**src/rtl/core/kl_pkg.sv**
```systemverilog
`timescale 1ns / 1ps

package kl_pkg;

   // token kinds
   localparam logic [3:0] KIND_RETURN  = 4'd0;
   localparam logic [3:0] KIND_EXIT    = 4'd1;
   localparam logic [3:0] KIND_INT     = 4'd2;
   localparam logic [3:0] KIND_NUMBER  = 4'd3;
   localparam logic [3:0] KIND_IDENT   = 4'd4;
   localparam logic [3:0] KIND_OPAREN  = 4'd5;
   localparam logic [3:0] KIND_CPAREN  = 4'd6;
   localparam logic [3:0] KIND_SEMI    = 4'd7;
   localparam logic [3:0] KIND_EQ      = 4'd8;
   localparam logic [3:0] KIND_END     = 4'd9;
   localparam logic [3:0] KIND_BADNUM  = 4'd10;
   localparam logic [3:0] KIND_BADCHAR = 4'd11;

   // character bytes: single-character tokens, the NUL end marker and space
   localparam logic [7:0] CHAR_NUL    = 8'h00;
   localparam logic [7:0] CHAR_OPAREN = 8'h28;
   localparam logic [7:0] CHAR_CPAREN = 8'h29;
   localparam logic [7:0] CHAR_SEMI   = 8'h3B;
   localparam logic [7:0] CHAR_EQ     = 8'h3D;
   localparam logic [7:0] CHAR_SPACE  = 8'h20;

   // keyword candidates: 0 "return", 1 "ret", 2 "exit", 3 "int"
   localparam int NUM_KW = 4;

   // record queue between front and back
   localparam int QUEUE_DEPTH = 4;
   localparam int QPTR_W      = 2;
   localparam int QCNT_W      = 3;

   typedef struct packed {
      logic [7:0] char_code;
      logic       end_of_text;
   } req_type;

   typedef struct packed {
      logic [3:0]  token_kind;
      logic [15:0] start_offset;
      logic [7:0]  token_length;
      logic        last_of_run;
   } rsp_type;

   typedef struct packed {
      logic [3:0]  kind;
      logic [15:0] start;
      logic [7:0]  length;
   } tok_type;

   // everything one input item produces: an optional flushed word and its own token
   typedef struct packed {
      logic    has_word;
      tok_type word;
      logic    has_own;
      tok_type own;
   } record_type;

   typedef struct packed {
      logic full;
      logic empty;
   } q_status_type;

   function automatic logic [2:0] kw_len(input logic [1:0] k);
      logic [2:0] r;
      unique case (k)
         2'd0: r = 3'd6;
         2'd1: r = 3'd3;
         2'd2: r = 3'd4;
         2'd3: r = 3'd3;
         default: r = 3'd0;
      endcase
      return r;
   endfunction

   function automatic logic [3:0] kw_kind(input logic [1:0] k);
      logic [3:0] r;
      unique case (k)
         2'd0: r = KIND_RETURN;
         2'd1: r = KIND_RETURN;
         2'd2: r = KIND_EXIT;
         2'd3: r = KIND_INT;
         default: r = KIND_IDENT;
      endcase
      return r;
   endfunction

   // keyword character at index i; only read below the keyword's length
   function automatic logic [7:0] kw_char(input logic [1:0] k, input logic [2:0] i);
      logic [47:0] txt;
      logic [7:0]  r;
      unique case (k)
         2'd0: txt = {"n", "r", "u", "t", "e", "r"};
         2'd1: txt = {24'h0, "t", "e", "r"};
         2'd2: txt = {16'h0, "t", "i", "x", "e"};
         2'd3: txt = {24'h0, "t", "n", "i"};
         default: txt = '0;
      endcase
      unique case (i)
         3'd0: r = txt[7:0];
         3'd1: r = txt[15:8];
         3'd2: r = txt[23:16];
         3'd3: r = txt[31:24];
         3'd4: r = txt[39:32];
         3'd5: r = txt[47:40];
         default: r = 8'h00;
      endcase
      return r;
   endfunction

endpackage

```
**src/rtl/core/kl_front.sv**
```systemverilog
`timescale 1ns / 1ps

module kl_front #(
   parameter int MAX_WORD_LEN = 255,
   parameter int MAX_TEXT_LEN = 65536
) (
   input  logic                clock,
   input  logic                reset,
   input  logic                item_valid,
   input  kl_pkg::req_type     item,
   output logic                rec_push,
   output kl_pkg::record_type  rec
);
   import kl_pkg::*;

   localparam int LEN_W = $clog2(MAX_WORD_LEN + 1);
   localparam int POS_W = $clog2(MAX_TEXT_LEN);
   localparam logic [LEN_W-1:0] LEN_MAX  = LEN_W'(MAX_WORD_LEN);
   localparam logic [POS_W-1:0] POS_LAST = POS_W'(MAX_TEXT_LEN - 1);

   logic [POS_W-1:0] position_ff, position_in;
   logic             in_word_ff, in_word_in;
   logic [POS_W-1:0] word_start_ff, word_start_in;
   logic [LEN_W-1:0] word_length_ff, word_length_in;
   logic             first_digit_ff, first_digit_in;
   logic             rest_digits_ff, rest_digits_in;
   logic [NUM_KW-1:0] alive_ff, alive_in;
   logic             halted_ff, halted_in;

   logic [7:0]        c;
   logic              is_end, is_digit, is_alnum, is_space, stop;
   logic [LEN_W-1:0]  cur_len;
   logic [NUM_KW-1:0] cur_alive, kill;
   logic [POS_W-1:0]  next_pos;
   logic [3:0]        word_kind;
   logic [POS_W+15:0] pos_ext, start_ext;
   logic [LEN_W+7:0]  len_ext;
   logic [7:0]        word_len8;

   assign c        = item.char_code;
   assign is_end   = item.end_of_text | (c == CHAR_NUL);
   assign is_digit = (c >= "0") && (c <= "9");
   assign is_alnum = is_digit || ((c >= "A") && (c <= "Z")) || ((c >= "a") && (c <= "z"));
   assign is_space = (c == CHAR_SPACE) || ((c >= 8'h09) && (c <= 8'h0D));

   assign cur_len   = in_word_ff ? word_length_ff : '0;
   assign cur_alive = in_word_ff ? alive_ff : '1;
   assign next_pos  = (position_ff == POS_LAST) ? '0 : position_ff + POS_W'(1);

   // incremental keyword match: drop a candidate on length or character mismatch
   always_comb begin
      for (int i = 0; i < NUM_KW; i++) begin
         kill[i] = (cur_len >= LEN_W'(kw_len(2'(i)))) || (kw_char(2'(i), cur_len[2:0]) != c);
      end
   end

   always_comb begin
      priority if (alive_ff[0] && (word_length_ff == LEN_W'(kw_len(2'd0))))
         word_kind = kw_kind(2'd0);
      else if (alive_ff[1] && (word_length_ff == LEN_W'(kw_len(2'd1))))
         word_kind = kw_kind(2'd1);
      else if (alive_ff[2] && (word_length_ff == LEN_W'(kw_len(2'd2))))
         word_kind = kw_kind(2'd2);
      else if (alive_ff[3] && (word_length_ff == LEN_W'(kw_len(2'd3))))
         word_kind = kw_kind(2'd3);
      else if (first_digit_ff)
         word_kind = rest_digits_ff ? KIND_NUMBER : KIND_BADNUM;
      else
         word_kind = KIND_IDENT;
   end

   assign pos_ext   = {16'h0, position_ff};
   assign start_ext = {16'h0, word_start_ff};
   assign len_ext   = {8'h0, word_length_ff};
   assign word_len8 = (len_ext > (LEN_W+8)'(255)) ? 8'hFF : len_ext[7:0];

   always_comb begin
      position_in    = position_ff;
      in_word_in     = in_word_ff;
      word_start_in  = word_start_ff;
      word_length_in = word_length_ff;
      first_digit_in = first_digit_ff;
      rest_digits_in = rest_digits_ff;
      alive_in       = alive_ff;
      halted_in      = halted_ff;
      rec            = '0;
      rec_push       = 1'b0;
      stop           = 1'b0;
      if (item_valid && !halted_ff) begin
         if (!is_end && is_alnum) begin
            in_word_in = 1'b1;
            if (!in_word_ff) begin
               word_start_in  = position_ff;
               first_digit_in = is_digit;
               rest_digits_in = 1'b1;
            end else if (!is_digit) begin
               rest_digits_in = 1'b0;
            end
            alive_in       = cur_alive & ~kill;
            word_length_in = (cur_len < LEN_MAX) ? cur_len + LEN_W'(1) : cur_len;
            position_in    = next_pos;
         end else begin
            if (in_word_ff) begin
               rec.has_word    = 1'b1;
               rec.word.kind   = word_kind;
               rec.word.start  = start_ext[15:0];
               rec.word.length = word_len8;
               in_word_in      = 1'b0;
               word_start_in   = '0;
               word_length_in  = '0;
               first_digit_in  = 1'b0;
               rest_digits_in  = 1'b1;
               alive_in        = '1;
               if (word_kind == KIND_BADNUM) begin
                  // bad number ends the run; the delimiter is dropped
                  halted_in = 1'b1;
                  stop      = 1'b1;
               end
            end
            if (!stop) begin
               rec.own.start = pos_ext[15:0];
               if (is_end) begin
                  rec.has_own    = 1'b1;
                  rec.own.kind   = KIND_END;
                  rec.own.length = 8'd0;
                  halted_in      = 1'b1;
               end else begin
                  rec.own.length = 8'd1;
                  rec.has_own    = 1'b1;
                  unique case (c)
                     CHAR_OPAREN: rec.own.kind = KIND_OPAREN;
                     CHAR_CPAREN: rec.own.kind = KIND_CPAREN;
                     CHAR_SEMI:   rec.own.kind = KIND_SEMI;
                     CHAR_EQ:     rec.own.kind = KIND_EQ;
                     default: begin
                        rec.own.kind = KIND_BADCHAR;
                        if (is_space) begin
                           rec.has_own = 1'b0;
                        end else begin
                           halted_in = 1'b1;
                        end
                     end
                  endcase
                  position_in = next_pos;
               end
            end
            rec_push = rec.has_word | rec.has_own;
         end
      end
   end

   always_ff @(posedge clock) begin
      if (reset) begin
         position_ff    <= '0;
         in_word_ff     <= 1'b0;
         word_start_ff  <= '0;
         word_length_ff <= '0;
         first_digit_ff <= 1'b0;
         rest_digits_ff <= 1'b1;
         alive_ff       <= '1;
         halted_ff      <= 1'b0;
      end else begin
         position_ff    <= position_in;
         in_word_ff     <= in_word_in;
         word_start_ff  <= word_start_in;
         word_length_ff <= word_length_in;
         first_digit_ff <= first_digit_in;
         rest_digits_ff <= rest_digits_in;
         alive_ff       <= alive_in;
         halted_ff      <= halted_in;
      end
   end

endmodule

```
**src/rtl/core/kl_queue.sv**
```systemverilog
`timescale 1ns / 1ps

module kl_queue (
   input  logic                 clock,
   input  logic                 reset,
   input  logic                 push,
   input  kl_pkg::record_type   push_data,
   input  logic                 pop,
   output kl_pkg::record_type   pop_data,
   output kl_pkg::q_status_type status
);
   import kl_pkg::*;

   record_type       entry_ff [QUEUE_DEPTH];
   logic [QPTR_W-1:0] wr_ptr_ff, wr_ptr_in;
   logic [QPTR_W-1:0] rd_ptr_ff, rd_ptr_in;
   logic [QCNT_W-1:0] count_ff, count_in;
   logic              do_push, do_pop;

   assign status.full  = (count_ff == QCNT_W'(QUEUE_DEPTH));
   assign status.empty = (count_ff == '0);
   assign do_push      = push && !status.full;
   assign do_pop       = pop && !status.empty;
   assign pop_data     = entry_ff[rd_ptr_ff];

   always_comb begin
      wr_ptr_in = do_push ? wr_ptr_ff + QPTR_W'(1) : wr_ptr_ff;
      rd_ptr_in = do_pop ? rd_ptr_ff + QPTR_W'(1) : rd_ptr_ff;
      unique case ({do_push, do_pop})
         2'b10:   count_in = count_ff + QCNT_W'(1);
         2'b01:   count_in = count_ff - QCNT_W'(1);
         default: count_in = count_ff;
      endcase
   end

   always_ff @(posedge clock) begin
      if (do_push) begin
         entry_ff[wr_ptr_ff] <= push_data;
      end
   end

   always_ff @(posedge clock) begin
      if (reset) begin
         wr_ptr_ff <= '0;
         rd_ptr_ff <= '0;
         count_ff  <= '0;
      end else begin
         wr_ptr_ff <= wr_ptr_in;
         rd_ptr_ff <= rd_ptr_in;
         count_ff  <= count_in;
      end
   end

endmodule

```
**src/rtl/core/kl_back.sv**
```systemverilog
`timescale 1ns / 1ps

module kl_back (
   input  logic                 clock,
   input  logic                 reset,
   input  kl_pkg::q_status_type q_status,
   input  kl_pkg::record_type   q_data,
   output logic                 q_pop,
   output logic                 rsp_empty,
   input  logic                 rsp_pop,
   output kl_pkg::rsp_type      rsp_data
);
   import kl_pkg::*;

   logic    out_valid_ff, out_valid_in;
   rsp_type out_ff, out_in;
   logic    pend_valid_ff, pend_valid_in;
   rsp_type pend_ff, pend_in;
   logic    load;

   assign load      = !out_valid_ff || rsp_pop;
   assign rsp_empty = !out_valid_ff;
   assign rsp_data  = out_ff;

   always_comb begin
      out_valid_in  = out_valid_ff;
      out_in        = out_ff;
      pend_valid_in = pend_valid_ff;
      pend_in       = pend_ff;
      q_pop         = 1'b0;
      if (load) begin
         if (pend_valid_ff) begin
            out_valid_in  = 1'b1;
            out_in        = pend_ff;
            pend_valid_in = 1'b0;
         end else if (!q_status.empty) begin
            q_pop        = 1'b1;
            out_valid_in = 1'b1;
            if (q_data.has_word) begin
               out_in = '{q_data.word.kind, q_data.word.start, q_data.word.length,
                          !q_data.has_own};
               if (q_data.has_own) begin
                  pend_valid_in = 1'b1;
                  pend_in = '{q_data.own.kind, q_data.own.start, q_data.own.length, 1'b1};
               end
            end else begin
               out_in = '{q_data.own.kind, q_data.own.start, q_data.own.length, 1'b1};
            end
         end else begin
            out_valid_in = 1'b0;
         end
      end
   end

   always_ff @(posedge clock) begin
      out_ff  <= out_in;
      pend_ff <= pend_in;
   end

   always_ff @(posedge clock) begin
      if (reset) begin
         out_valid_ff  <= 1'b0;
         pend_valid_ff <= 1'b0;
      end else begin
         out_valid_ff  <= out_valid_in;
         pend_valid_ff <= pend_valid_in;
      end
   end

endmodule

```
**src/rtl/core/keyword_lexer_top.sv**
```systemverilog
`timescale 1ns / 1ps
// Channel   Ports                          Transaction when
// -------   -----------------------------  ---------------------------------
// request   req_push req_full req_data     req_push && !req_full at clock edge
// response  rsp_empty rsp_pop rsp_data     rsp_pop && !rsp_empty at clock edge
//
// One request transaction per cycle while req_full is low; the front decides
// each byte in the cycle it is taken. A byte yields zero, one or two tokens;
// the back drains one token per cycle while responses are popped, so a two-token
// byte holds the output reg for both tokens in turn. A request's record is
// written to the queue at the request edge, then loaded into the output reg.
// reset is synchronous, active high; it clears word state, position, halt,
// the queue and the output stage. req_full rises only when the 4-entry queue
// fills under response back-pressure. After a bad token or end of text the
// lexer keeps taking bytes and drops them until reset.

module keyword_lexer_top #(
   parameter int MAX_WORD_LEN = 255,
   parameter int MAX_TEXT_LEN = 65536
) (
   input  logic            clock,
   input  logic            reset,
   input  logic            req_push,
   output logic            req_full,
   input  kl_pkg::req_type req_data,
   output logic            rsp_empty,
   input  logic            rsp_pop,
   output kl_pkg::rsp_type rsp_data
);
   import kl_pkg::*;

   q_status_type q_status;
   record_type   front_rec, q_data;
   logic         front_push, q_pop, req_taken;

   // queue full is the only source of input back-pressure
   assign req_full  = q_status.full;
   assign req_taken = req_push && !req_full;

   // front: byte classification, word tracking, keyword match
   kl_front #(
      .MAX_WORD_LEN(MAX_WORD_LEN),
      .MAX_TEXT_LEN(MAX_TEXT_LEN)
   ) u_front (
      .clock      (clock),
      .reset      (reset),
      .item_valid (req_taken),
      .item       (req_data),
      .rec_push   (front_push),
      .rec        (front_rec)
   );

   // decoupling queue: one record per token-producing byte
   kl_queue u_queue (
      .clock     (clock),
      .reset     (reset),
      .push      (front_push),
      .push_data (front_rec),
      .pop       (q_pop),
      .pop_data  (q_data),
      .status    (q_status)
   );

   // back: splits records into tokens, output register
   kl_back u_back (
      .clock     (clock),
      .reset     (reset),
      .q_status  (q_status),
      .q_data    (q_data),
      .q_pop     (q_pop),
      .rsp_empty (rsp_empty),
      .rsp_pop   (rsp_pop),
      .rsp_data  (rsp_data)
   );

`ifndef ASSERT_OFF
   // front never produces a record while the queue is full
   a_no_overflow: assert property (@(posedge clock) disable iff (reset)
      !(front_push && q_status.full))
      else $error("record pushed into full queue");

   // terminal tokens always close their run
   a_end_last: assert property (@(posedge clock) disable iff (reset)
      (!rsp_empty && (rsp_data.token_kind == KIND_END || rsp_data.token_kind == KIND_BADCHAR
       || rsp_data.token_kind == KIND_BADNUM)) |-> rsp_data.last_of_run)
      else $error("terminal token without last_of_run");

   // a non-final token of a run is always a word token
   a_first_is_word: assert property (@(posedge clock) disable iff (reset)
      (!rsp_empty && !rsp_data.last_of_run) |->
      (rsp_data.token_kind == KIND_RETURN || rsp_data.token_kind == KIND_EXIT
       || rsp_data.token_kind == KIND_INT || rsp_data.token_kind == KIND_NUMBER
       || rsp_data.token_kind == KIND_IDENT))
      else $error("non-word token not last of run");

   // output stage empties on reset
   a_reset_empty: assert property (@(posedge clock) reset |=> rsp_empty)
      else $error("response pending after reset");
`endif

endmodule
```
**config.mk**
```make
export PLATFORM = sky130hd
export DESIGN_NAME = keyword_lexer_top
export DESIGN_NICKNAME = d
export VERILOG_FILES = /design/src/rtl/core/kl_pkg.sv /design/src/rtl/core/kl_front.sv /design/src/rtl/core/kl_queue.sv /design/src/rtl/core/kl_back.sv /design/src/rtl/core/keyword_lexer_top.sv
export SDC_FILE = /design/constraint.sdc
export NUM_CORES = 1
export LEC_CHECK = 0
export ABC_CLOCK_PERIOD_IN_PS = 5400
export CAP_MARGIN = 20
export CORE_MARGIN = 3
export CORE_UTILIZATION = 55
export CTS_CLUSTER_DIAMETER = 30
export DETAILED_ROUTE_END_ITERATION = 8
export DONT_BUFFER_PORTS = 1
export PLACE_DENSITY_LB_ADDON = 0.3
export SKIP_CTS_REPAIR_TIMING = 1
export SKIP_LAST_GASP = 1
export SLEW_MARGIN = 20
export SYNTH_ARGS = -nofsm -noshare
export SYNTH_HDL_FRONTEND = slang
export SYNTH_HIERARCHICAL = 1
export SYNTH_SLANG_ARGS = --single-unit
```
**constraint.sdc**
```tcl
create_clock -name clock -period 5.4 [get_ports clock]
set_clock_uncertainty 0.15 [all_clocks]
set_input_delay 0.54 -clock clock [delete_from_list [all_inputs] [get_ports clock]]
set_output_delay 0.54 -clock clock [all_outputs]
set_load 0.02 [all_outputs]
```
==> key figures, run 1 <==
Run status
  • Status: complete, no violations

Power
  • Maximum VDD drop: 291.5 µV
  • Reg power frac: 41.2%
  • Psw: 2.382 mW
  • Part of the power in combinational logic: 14.0%
  • Clock share of power: 44.8%
  • Total internal power: 6.600 mW
  • Power per cell area: 520.6 nW/µm²
  • Net Sw Frac: 26.52%
  • Pleak: 5.775 nW

Synthesis
  • Most frequent cell after synthesis: edfxtp_1
  • Seq/Total Area, Yosys: 66.18%
  • Top post-synthesis cells by area: edfxtp_1 58%, mux4_2 8.8%, dfxtp_1 7.9%
  • Syn avg cell area: 14.68 µm²
  • Synth Flop Type: edfxtp_1
  • Ys async rst share: 0%
  • Number of enable flip-flop cells after synthesis: 289
  • Total number of yosys warnings: 6
  • Synth cell count leaders: 289 x edfxtp_1, 75 x nand2_1, 59 x dfxtp_1
  • Synth top area share: 58.25%
  • Cell area after synthesis: 14900 µm²
  • Largest area contributor in the netlist: edfxtp_1
  • Synth Register Bits: 348
  • Syn Inst Count: 1015
  • Post-synth cell types: 74

Layout
  • Ant diodes: 0
  • Synthesis-to-layout area growth: 15.81%
  • Non-Filler Instances: 1414
  • Share of cells above drive strength 1: 18.91%
  • Nets: 1056

Critical path
  • CP Data Required Time: 5.45 ns
  • Critical path arrival: 3.57 ns
  • Critical path endpoint category: register
  • Critical path origin: req_data[5]
  • Worst Path Max Fanout: 28
  • Critical path class: primary input to register
  • Startpoint Class: primary input

Placed design
  • Post-DP HPWL: 17.98 mm
  • GPL Wtd Cong: 0.8500
  • Port-buffer cells: 0
  • Number of instances in the placed design: 1294

Drt
  • DR pass1 iterations: 6
  • Drt via density: 6.147
  • Vias: 8692
  • WL met3: 2.070 mm
  • WL met1: 13.55 mm
  • WL met2: 14.65 mm
  • Avg WL per Cell: 22.00 µm
  • Antenna violation net count after detailed routing: 0
  • Drt total wl: 31.11 mm
  • Residual DRC: 0
  • Initial drt markers: 884
  • Uppermost layer routed: met4

Global routing
  • GRT Total Usage: 21.84%
  • Largest net degree at the start of global routing: 62
  • Vias in the first global route: 8574
  • GR Overflow Total: 0
  • Initial antenna violation count: 0
  • First-pass GRT wire length: 48.66 mm

Clock network
  • CTS tree: built
  • Clock tree root buffer cell: clkbuf_16
  • Reg clk slew, reported paths: 0.05 ns
  • CTS Buffer Depth: 3
  • CTS Sinks: 348
  • H-tree levels: 3
  • Worst-Skew Late Latency: 0.55 ns
  • Clock buffer count from CTS: 66

Floorplanning
  • Overall die height: 170.6 µm
  • Die X-Extent: 170.6 µm
  • Initial Util: 56.53%
  • Placeable Area: 26350 µm²
  • Num ports: 44
  • Die Area: 29100 µm²
  • # rows: 59

STA
  • Worst Tran Pin Value: 1.127 ns
  • RSZ-0062 raised after global routing: false
  • Min Tclk post-route: 3.519 ns
  • Hold Vio Cnt, Final: 0
  • Final Setup Violations: 0
  • TNS Setup: 0 ns
  • Max Slew Vio Count: 0
  • Max Clock Freq: 284.2 MHz
  • Period utilisation layout: 65.16%
  • Slew Limit Headroom: 24.87%

Min path
  • Hold path start: reset
  • Hold WC Path Type: primary input to register

Run
  • Maxcap violations: 0
-- registers in the layout (all words and copies together) (netlist names), 2 cells and up, named ones only --
register,cells
u_front/alive_ff,4
u_front/position_ff,16
u_queue/entry_ff,232
u_queue/wr_ptr_ff,2
u_back/pend_ff,28
u_front/word_length_ff,8
u_queue/count_ff,3
u_queue/rd_ptr_ff,2
u_front/word_start_ff,16
u_back/rsp_data,29
-- critical path, cell delays in order --
cell and delay [ns]:
or4_4 0.53, o22ai_2 0.17, a2bb2oi_4 0.33, inv_4 0.21, nor2_1 0.17, a21boi_0 0.20
inv_1 0.08, nor2_1 0.32, and2_2 0.56, buf_4 0.43
-- power by group through the flow --
stage	clock, mW	sequential, mW	combinational, mW
final	4.03	3.70	1.26
after global routing	4.22	3.74	1.38
after CTS	4.09	3.71	1.27
after detailed placement	0	3.75	1.25
after global placement	0	3.73	1.23
after floorplan	0	3.65	1.08
-- metal layers --
layer / GRT usage [%] / vias up
met5: 0 / -
li1: - / 3943
met4: 8.748 / 0
met3: 3.835 / 66
met1: 31.42 / 4283
met2: 33.59 / 400
-- cell usage in the layout, fill, tap and decap left out, types with 5 or more instances in the layout --
| master | n |
|---|---|
| clkinv_1 | 5 |
| buf_4 | 13 |
| dfxtp_1 | 56 |
| or3_1 | 10 |
| or4_1 | 10 |
| nor2_1 | 44 |
| nor3_1 | 17 |
| o31ai_1 | 8 |
| bufinv_16 | 7 |
| nand2_1 | 75 |
| clkbuf_1 | 8 |
| o21ai_1 | 7 |
| clkinv_4 | 6 |
| nand4_1 | 5 |
| a31oi_1 | 8 |
| mux4_2 | 58 |
| inv_1 | 21 |
| nand3_1 | 33 |
| mux2i_1 | 30 |
| nor2b_1 | 6 |
| inv_6 | 9 |
| ha_1 | 14 |
| a21oi_1 | 52 |
| xor2_1 | 8 |
| clkinvlp_4 | 5 |
| edfxtp_1 | 289 |
| and3_1 | 32 |
| nand2b_1 | 8 |
| clkinv_2 | 9 |
| clkbuf_16 | 69 |
| o21ai_0 | 42 |
| and2_1 | 22 |
| conb_1 | 7 |
-- per-stage QoR --
| stage | total power [mW] | hold WS, ns | worst slack [ns] | instance area, µm² | util, % |
|---|---|---|---|---|---|
| 2_1_floorplan | 4.735 | 0.2774 | 0.9303 | 14920 | - |
| 3_3_place_gp | 4.962 | 0.2783 | 1.363 | 15020 | 57.00 |
| 3_5_place_dp | 4.998 | 0.2861 | 1.347 | 15020 | 57.00 |
| 4_1_cts | 9.071 | -0.1117 | 1.900 | 17230 | 65.39 |
| 5_1_grt | 9.340 | 0.04513 | 1.668 | 17250 | 65.47 |
| 6_report | 8.983 | 0.05191 | 1.881 | 17250 | 65.47 |
-- cells by family (layout without fill, tap and decap cells) --
kind of cell	Yosys count	after routing	share of synthesized area, %
simple gates	288	288	10.16
xor+xnor	12	12	0.7055
flops	348	348	66.18
compound gates	162	162	6.937
fa+ha+maj	15	15	1.310
buf+inv	97	155	3.519
other cells	1	7	0.02517
mux	92	92	11.16
-- final cells by class --
| type | instances | area [µm²] |
|---|---|---|
| Sequential cell | 348 | 9866 |
| Inverter | 22 | 85.08 |
| Timing Repair Buffer | 14 | 117.6 |
| Tap cell | 335 | 419.2 |
| Clock inverter | 41 | 442.9 |
| Clock buffer | 78 | 1770 |
| Fill cell | 1775 | 9100 |
| Multi-Input combinational cell | 576 | 4553 |
-- path summary, 6_finish.rpt --
path                          endpoint  slack (ns)  cells after the start
max            u_queue/entry_ff[2][43]        1.88                     10
min             u_front/position_ff[4]        0.05                      2
max reg2reg         u_back/pend_ff[10]        2.05                      5
min reg2reg  u_front/word_start_ff[15]        0.29                      2
(Power assumes the default switching activity.)
==> inputs of run 2 (changes only) <==
--- a/config.mk
+++ b/config.mk
@@ -5,7 +5,7 @@
 export SDC_FILE = /design/constraint.sdc
 export NUM_CORES = 1
 export LEC_CHECK = 0
-export ABC_CLOCK_PERIOD_IN_PS = 5400
+export ABC_CLOCK_PERIOD_IN_PS = 3200
 export CAP_MARGIN = 20
 export CORE_MARGIN = 3
 export CORE_UTILIZATION = 55
==> constraint.sdc (replaced) <==
create_clock -name clock -period 3.2 [get_ports clock]
set_clock_uncertainty 0.15 [all_clocks]
set_input_delay 0.32 -clock clock [delete_from_list [all_inputs] [get_ports clock]]
set_output_delay 0.32 -clock clock [all_outputs]
set_load 0.02 [all_outputs]
==> run 2 against run 1 <==
Compared with the run above: die area did not move; clock power rose by 62%; cell area rose by 1.5%; highest routed layer unchanged; via count rose by 0.67%; critical endpoint is now u_front/word_start_ff[6]; hold slack got worse by 0.030 ns; routed wire length fell by 1.3%; largest cell class unchanged; sequential share of layout area fell by 0.82 points; core utilization rose by 0.95 points; critical path type is now register to register.
==> key figures, run 2 (synthesis results as in run 1) <==
Drt
  • Drt via density: 6.089
  • Residual DRC: 0
  • DR pass1 iterations: 6
  • Drt total wl: 30.69 mm
  • Vias: 8750
  • Antenna violation net count after detailed routing: 0
  • Initial drt markers: 775
  • Avg WL per Cell: 21.36 µm

Layout
  • Ant diodes: 0
  • Commonest non-fill, non-tap cell in the layout: edfxtp_1
  • Fill count: 1759
  • Largest register by flop count: u_queue/entry_ff
  • Most frequent cells in the layout: 289 x edfxtp_1, 75 x nand2_1, 61 x clkbuf_16
  • Multi-input gate area: 4594 µm²
  • Synthesis-to-layout area growth: 17.50%
  • Non-Filler Instances: 1437
  • Post-layout util: 66.42%
  • Register area: 9866 µm²
  • Layout Cell Area excl Fill: 17510 µm²
  • Nets: 1079
  • Number of flip-flops in the largest register: 232
  • Share of cells above drive strength 1: 20.87%

Run status
  • Status: complete, no violations

Critical path
  • Critical path endpoint category: register
  • Slowest Stage Delay on Critical Path: 0.56 ns
  • CP Cell Sequence: nor3b_2 -> nor2b_4 -> nor2b_1 -> buf_4 -> and2_1 -> buf_4 -> nand3_1 -> a21oi_1 -> dlygate4sd3_1
  • Critical path arrival: 3.15 ns
  • Worst Path Max Fanout: 16
  • Startpoint Class: register
  • CP Data Required Time: 3.56 ns
  • Critical Path Most Common Cell: buf_4
  • Critical path class: register to register
  • Slowest stage cell on the critical path: dlygate4sd3_1

Clock network
  • Reg clk slew, reported paths: 0.05 ns
  • CTS Sinks: 348
  • Clock buffer count from CTS: 60
  • H-tree levels: 2
  • CTS tree: built
  • Worst-Skew Late Latency: 0.56 ns
  • Clock tree root buffer cell: clkbuf_16
  • CTS Buffer Depth: 3

STA
  • RSZ-0062 raised after global routing: false
  • Final WS setup: 0.4115 ns
  • Slew Limit Headroom: 56.12%
  • TNS Setup: 0 ns
  • Worst Tran Pin Value: 0.6568 ns
  • Max Slew Vio Count: 0
  • Final Setup Violations: 0
  • Hold Vio Cnt, Final: 0
  • Final hold slack: 0.02216 ns
  • Min Tclk post-route: 2.789 ns
  • Period utilisation layout: 87.14%
  • Max Clock Freq: 358.6 MHz

Power
  • Power per cell area: 856.7 nW/µm²
  • Maximum VDD drop: 544.9 µV
  • Pleak: 5.901 nW
  • Pwr Total: 15.00 mW

Placed design
  • Post-DP HPWL: 18.17 mm
  • Post-Place Worst Slack: -0.04108 ns
  • Post-Place Cell Area: 15310 µm²
  • Number of instances in the placed design: 1317
  • GPL Wtd Cong: 0.8757
  • Port-buffer cells: 0

Run
  • Maxcap violations: 0

Min path
  • Hold WC Path Type: primary input to register

Global routing
  • Largest net degree at the start of global routing: 60
  • GR Overflow Total: 0
  • Vias in the first global route: 8728
  • Initial antenna violation count: 0
  • GRT Total Usage: 21.61%
  • First-pass GRT wire length: 49.25 mm

Floorplanning
  • Die Area: 29100 µm²
  • Die X-Extent: 170.6 µm
  • # rows: 59
  • Overall die height: 170.6 µm
  • Initial Util: 56.53%
  • Placeable Area: 26350 µm²
  • Num ports: 44
-- run 2: cell types whose count changed in the layout (fill, tap and decap cells not counted), sizes merged --
cell / change
buf: +23
bufinv: +3
clkbuf: -11
clkinv: -2
clkinvlp: -1
dlygate4sd3: +6
inv: +5
-- run 2: path summary, 6_finish.rpt --
kind                                     to  cells past startpoint                       from  slack, ns
hold reg to reg   u_front/word_start_ff[13]                      2  u_front/word_start_ff[13]       0.30
setup / recovery   u_front/word_start_ff[6]                      9        u_queue/count_ff[0]       0.41
hold / removal          u_front/alive_ff[0]                      3                req_data[4]       0.02
setup reg to reg   u_front/word_start_ff[6]                      9        u_queue/count_ff[0]       0.41
-- run 2: power by group --
group	total [mW]	internal (mW)	switching, mW
clock network	6.54	4.33	2.21
registers	6.15	5.70	0.452
logic	2.31	0.989	1.32
total	15.0	11.0	3.98
-- run 2: cell type report --
type                    instances  share of cell area, %
flip-flops and latches        348                  56.36
multi-input cells             576                  26.25
clock buffers                  67                  8.849
clock inverters                46                  3.195
repair buffers                 43                  2.473
well taps                     335                  2.394
inverters                      22                 0.4860
-- run 2: routing by layer --
layer / vias up / global-route usage, % / part of all wire (%)
met1: 4388 / 30.89 / 44
met2: 308 / 34.40 / 48
li1: 3995 / - / -
met4: 0 / 6.490 / 2.3
met3: 59 / 3.951 / 6.0
met5: - / 0 / 0
-- run 2: worst max-delay path: cells and delay by family (launching register included) --
kind	cells	cell delay (ns)
buffers and inverters	3	1.03
and+or+nand+nor	5	0.98
DFF	1	0.43
AOI/OAI and AO/OA	1	0.16
